$ cat src/hdl/plro_pkg.sv
package plro_pkg;

    localparam int COORD_W   = 32;
    localparam int DIFF_W    = COORD_W + 1;
    localparam int PROD_W    = 2 * DIFF_W;
    localparam int NUM_EDGES = 4;
    localparam int NUM_SUB   = 4;
    localparam int NUM_STEPS = NUM_EDGES * NUM_SUB;
    localparam int STEP_W    = $clog2(NUM_STEPS);
    localparam int CFG_IDX_W = 2;

    // register indexes on the config port
    localparam logic [CFG_IDX_W-1:0] REG_LEFT   = 2'd0;
    localparam logic [CFG_IDX_W-1:0] REG_RIGHT  = 2'd1;
    localparam logic [CFG_IDX_W-1:0] REG_TOP    = 2'd2;
    localparam logic [CFG_IDX_W-1:0] REG_BOTTOM = 2'd3;

    typedef enum logic [1:0] {
        ST_IDLE,
        ST_RUN,
        ST_DRAIN,
        ST_DONE
    } t_state;

    // controller -> datapath
    typedef struct packed {
        logic              load;
        logic              issue;
        logic [STEP_W-1:0] step;
        logic              commit;
    } t_dp_cmd;

    // datapath -> controller
    typedef struct packed {
        logic have_prev;
        logic pipe_busy;
        logic out_full;
        logic last;
    } t_dp_stat;

endpackage

$ cat src/hdl/plro_ctrl.sv
module plro_ctrl (
    input  logic               i_clk,
    input  logic               i_rst_n,
    input  logic               i_s_valid,
    output logic               o_s_ready,
    input  plro_pkg::t_dp_stat i_stat,
    output plro_pkg::t_dp_cmd  o_cmd
);
    import plro_pkg::*;

    t_state            r_state, n_state;
    logic [STEP_W-1:0] r_step,  n_step;

    always_ff @(posedge i_clk) begin
        if (!i_rst_n) begin
            r_state <= ST_IDLE;
            r_step  <= '0;
        end else begin
            r_state <= n_state;
            r_step  <= n_step;
        end
    end

    always_comb begin
        n_state   = r_state;
        n_step    = r_step;
        o_cmd     = '0;
        o_s_ready = 1'b0;
        case (r_state)
            ST_IDLE: begin
                o_s_ready = 1'b1;
                if (i_s_valid) begin
                    o_cmd.load = 1'b1;
                    n_step     = '0;
                    // first vertex of a run has no segment to test
                    n_state    = i_stat.have_prev ? ST_RUN : ST_DONE;
                end
            end
            ST_RUN: begin
                o_cmd.issue = 1'b1;
                o_cmd.step  = r_step;
                n_step      = r_step + 1'b1;
                if (r_step == STEP_W'(NUM_STEPS - 1)) begin
                    n_state = ST_DRAIN;
                end
            end
            ST_DRAIN: begin
                if (!i_stat.pipe_busy) begin
                    n_state = ST_DONE;
                end
            end
            ST_DONE: begin
                // hold a final vertex until the result register is free
                if (!(i_stat.last && i_stat.out_full)) begin
                    o_cmd.commit = 1'b1;
                    n_state      = ST_IDLE;
                end
            end
            default: begin
                n_state = ST_IDLE;
            end
        endcase
    end

endmodule

$ cat config.mk
export PLATFORM = sky130hd
export DESIGN_NAME = plro_ctrl
export DESIGN_NICKNAME = d
export VERILOG_FILES = /design/src/hdl/plro_pkg.sv /design/src/hdl/plro_ctrl.sv
export SDC_FILE = /design/constraint.sdc
export NUM_CORES = 1
export LEC_CHECK = 0
export BUFFER_PORTS_ARGS = -buffer_cell sky130_fd_sc_hd__buf_2
export CORE_AREA = 3 3 40 42
export CTS_CLUSTER_DIAMETER = 60
export CTS_CLUSTER_SIZE = 24
export DETAILED_ROUTE_END_ITERATION = 10
export DIE_AREA = 0 0 43 45
export SKIP_LAST_GASP = 1
export SLEW_MARGIN = 20
export SYNTH_ARGS = -nofsm -noshare
export SYNTH_HDL_FRONTEND = slang
export SYNTH_SLANG_ARGS = --single-unit
$ cat constraint.sdc
create_clock -name i_clk -period 4.3 [get_ports i_clk]
set_input_delay 1.075 -clock i_clk [delete_from_list [all_inputs] [get_ports i_clk]]
set_output_delay 1.075 -clock i_clk [all_outputs]
set_load 0.1 [all_outputs]
# Yosys cells after proc, flatten, opt, wreduce, memory -nomap -nowiden
# Index checks and enable logic that the tools add are counted.
# Widths: inputs -> output; s select.
# word_totals
out_inout_bits	8
in_bits	7
ff_bits	6
word_cells	30
# classes
n_reduce_logical	5
addsub	1
muxes	14
n_eq_ne	8
# op_table
cell	count
$mux 2	5
$ne 2x2->1 const B	4
$pmux 2 s4	1
$pmux 4 s2	1
$mux 1	5
$mux 5	1
$add 4x1->4 const B	1
$eq 2x2->1 const B	2
$eq 4x4->1 const B	1
$mux 4	1
$reduce_and 4->1	1
$eq 2x1->1 const B	1
$logic_not 2->1	1
$reduce_and 2->1	1
$reduce_bool 2->1	1
$logic_and 1x1->1	1

# Depth between registers and ports, before layout
# depth
depth_word	3
mapped_depth	6
depth_no_buf	6

# Least setup slack after synthesis
# No wires, ideal clock.
# synth_timing
kind	input to output
from	input i_stat[0] (netlist bit)
to	output o_cmd[0] (netlist bit)
slack_ns	-0.037
t_required_ns	3.225
arrival_ns	3.262
n_path_buf	0
cell_stages	1
cell_sequence	a21boi_0
# synth_between
elab_chain_cells	3
# synth_lines
item	line	source
from (decl)	plro_ctrl.sv:6	input plro_pkg::t_dp_stat i_stat,
$logic_and 1x1->1	plro_ctrl.sv:54	if (!(i_stat.last && i_stat.out_full)) begin
$mux 1	plro_ctrl.sv:54	
$mux 1	plro_ctrl.sv:29	case (r_state)
to (decl)	plro_ctrl.sv:7	output plro_pkg::t_dp_cmd o_cmd
# No other way between the ends.

==> run summary <==
synthesized area - 445.4 um2
CP startpoint - i_stat[0]
Wirelength per Cell - 10.22 um
routed via count - 398
Post-Place Setup Slack - 1.491 ns
Sw Ratio - 57.79%
CTS tree - done
Tcrit/Tclk final - 65.44%
global route overflow - 0
setup violators final - 0
layout cells sized above 1 - 28.36%
smallest hold slack - 0.4999 ns
# rows - 13
CP arrival - 1.74 ns
CP required - 3.22 ns
YS warnings - 0
min-delay src - r_step[0]
Die W - 43 um
fin nets - 81
startpoint types - input port
RR Startpoint - r_state[0]
Avg Cell Area, Syn - 8.566 um2
Clock Latency Late Sink - 0.25 ns
number of global-route vias before repair - 331
clk sinks - 6
R2R depth - 6
leading cell types in the layout, fill and taps excluded - buf_2, dfxtp_1, and2_1, ha_1
fillers - 138
Max Cap Violations - 0
Tot GR Track Use - 9.742%
fin cells - 82
clock power share - 14.2%
CP max FO - 2
Post-DRT Antenna Nets - 0
leading cell type in the layout, fill and taps excluded - buf_2
Synth async-reset ratio - 0%
# DRC - 0
antenna diode count - 0
EDFF count, synth - 0
clk buf depth - 2
post-CTS sizing - 0
pwr/cell area - 669.7 nW/um2
HPWL after DPL - 659.2 um
Setup Crit Path Kind - input port to output pin
fin crit period - 2.814 ns
largest net degree at the start of global routing - 12
internal power - 154.9 uW
synth unique cells - 27
clock root cell - clkbuf_4
fmax - 355.4 MHz
Syn-to-layout area delta - 23.03%
DIE AREA - 1935 um2
flop2flop setup slack - 2.75 ns
Initial DRC Count - 2
Final Hold Fails - 0
Total Wirelength - 838 um
number of buffers created by CTS - 3
Syn Inst Count - 52
WHS Path Cells - 2
CP endpoint kind - output pin
starting density of the core - 34.66%
initial antenna violation count - 0
Peak VDD IR - 0.4738 mV
clk_skew - 0.005562 ns
DR vias/cell - 4.854
DRT Pass-1 Iters - 4
outcome - complete, no violations
Clk pin slew, worst setup/hold paths - 0.04 ns
crit path to - o_cmd[0]
Final Max Slew Viols - 0
Synth area leader - dfxtp_1
sequential fraction of the synthesis area - 26.97%
Die Height - 45 um
Main synth FF type - dfxtp_1
net count after synthesis - 64
Sum Neg Setup Slack - 0 ns
FF+latch count, synth - 6
Max-slew headroom - 67.74%
Min-Delay Path Class - register to register
Worst Max-Slew Pin Slew - 0.4872 ns
Placed Instances - 79
NetSw - 212.1 uW
Post CTS Setup Buffer Count - 0
core area - 1285 um2
gpl congestion - 0.6224
first-pass GRT wire length - 1.338 mm
Worst Setup Slack, final - 1.486 ns
cts hold-fix bufs - 0
H-Tree Level Count - 1
IO Pins - 15
total leakage power - 0.0002474 uW
top-area cell type share of the netlist area - 26.97%
RSZ-0062 raised after global routing - no
Area contributors post-synth - dfxtp_1, ha_1, and2_1
Logic pwr share - 64.5%
Sequential Power Share - 21.3%
quantity of I/O buffers inserted on ports - 14
RR Endpoint - r_state[0]
## critical path, stage by stage
cell,delay [ns]
buf_2,0.10
a21boi_1,0.12
buf_2,0.44
## cells in the mapped netlist, types with 2 or more instances
library cell	number
nand3_1	3
nand2b_1	2
and2_1	5
nor2b_1	2
nand2_1	4
ha_1	5
dfxtp_1	6
o21ai_0	4
inv_1	3
## area by class of cell
cell class / instances / area (um2) / share of cell area, %
clock buffer: 3 / 22.52 / 4.110
inverter: 3 / 11.26 / 2.055
multi-input combinational: 41 / 305.3 / 55.71
sequential: 6 / 120.1 / 21.92
tap: 15 / 18.77 / 3.425
timing repair buffer: 14 / 70.07 / 12.79
## through the flow
step / total power (uW) / cell area, um2 / util [%]
final: 367.0 / 548.0 / 42.65
after global routing: 392.0 / 548.0 / 42.65
after CTS: 374.1 / 548.0 / 42.65
after global placement: 319.2 / 525.5 / 40.90
after detailed placement: 319.1 / 525.5 / 40.90
after floorplan: 288.4 / 445.4 / -
## flip-flops by register name, summed over array words and instances (netlist names)
name,count
r_state,2
r_step,4
## routing by layer
metal | vias up | global-route usage [%] | part of all wire, %
met3 | 5 | 2.390 | 6.6
li1 | 212 | - | -
met1 | 168 | 10.84 | 45
met5 | - | 0 | 0
met4 | 0 | 9.036 | 3.7
met2 | 13 | 15.27 | 45
## worst min-delay path by stage
stage,endpoint,slack (ns)
finish,r_step[0],0.50
floorplan,r_step[0],0.47
global placement,r_step[0],0.49
detailed placement,r_step[0],0.50
CTS,r_step[0],0.51
global route,r_state[1],0.53
## power by group through the flow
| stage | logic [uW] | clock network, uW | registers (uW) |
|---|---|---|---|
| after floorplan | 212 | 0 | 76.3 |
| after global placement | 240 | 0 | 79.1 |
| after detailed placement | 240 | 0 | 79.4 |
| after CTS | 240 | 55.4 | 78.3 |
| after global routing | 255 | 57.2 | 79.7 |
| final | 237 | 52.2 | 78.0 |
## cells by family (layout without fill, tap and decap cells)
kind of cell	Yosys count	count (layout)	share of synthesized area (%)
and+or+nand+nor	23	23	30.62
adders and majority gates	5	5	14.04
buffers and inverters	5	20	4.492
AOI/OAI and AO/OA	12	12	21.63
DFF	6	6	26.97
muxes	1	1	2.247
Note: power is estimated with default switching activity, not from simulation.
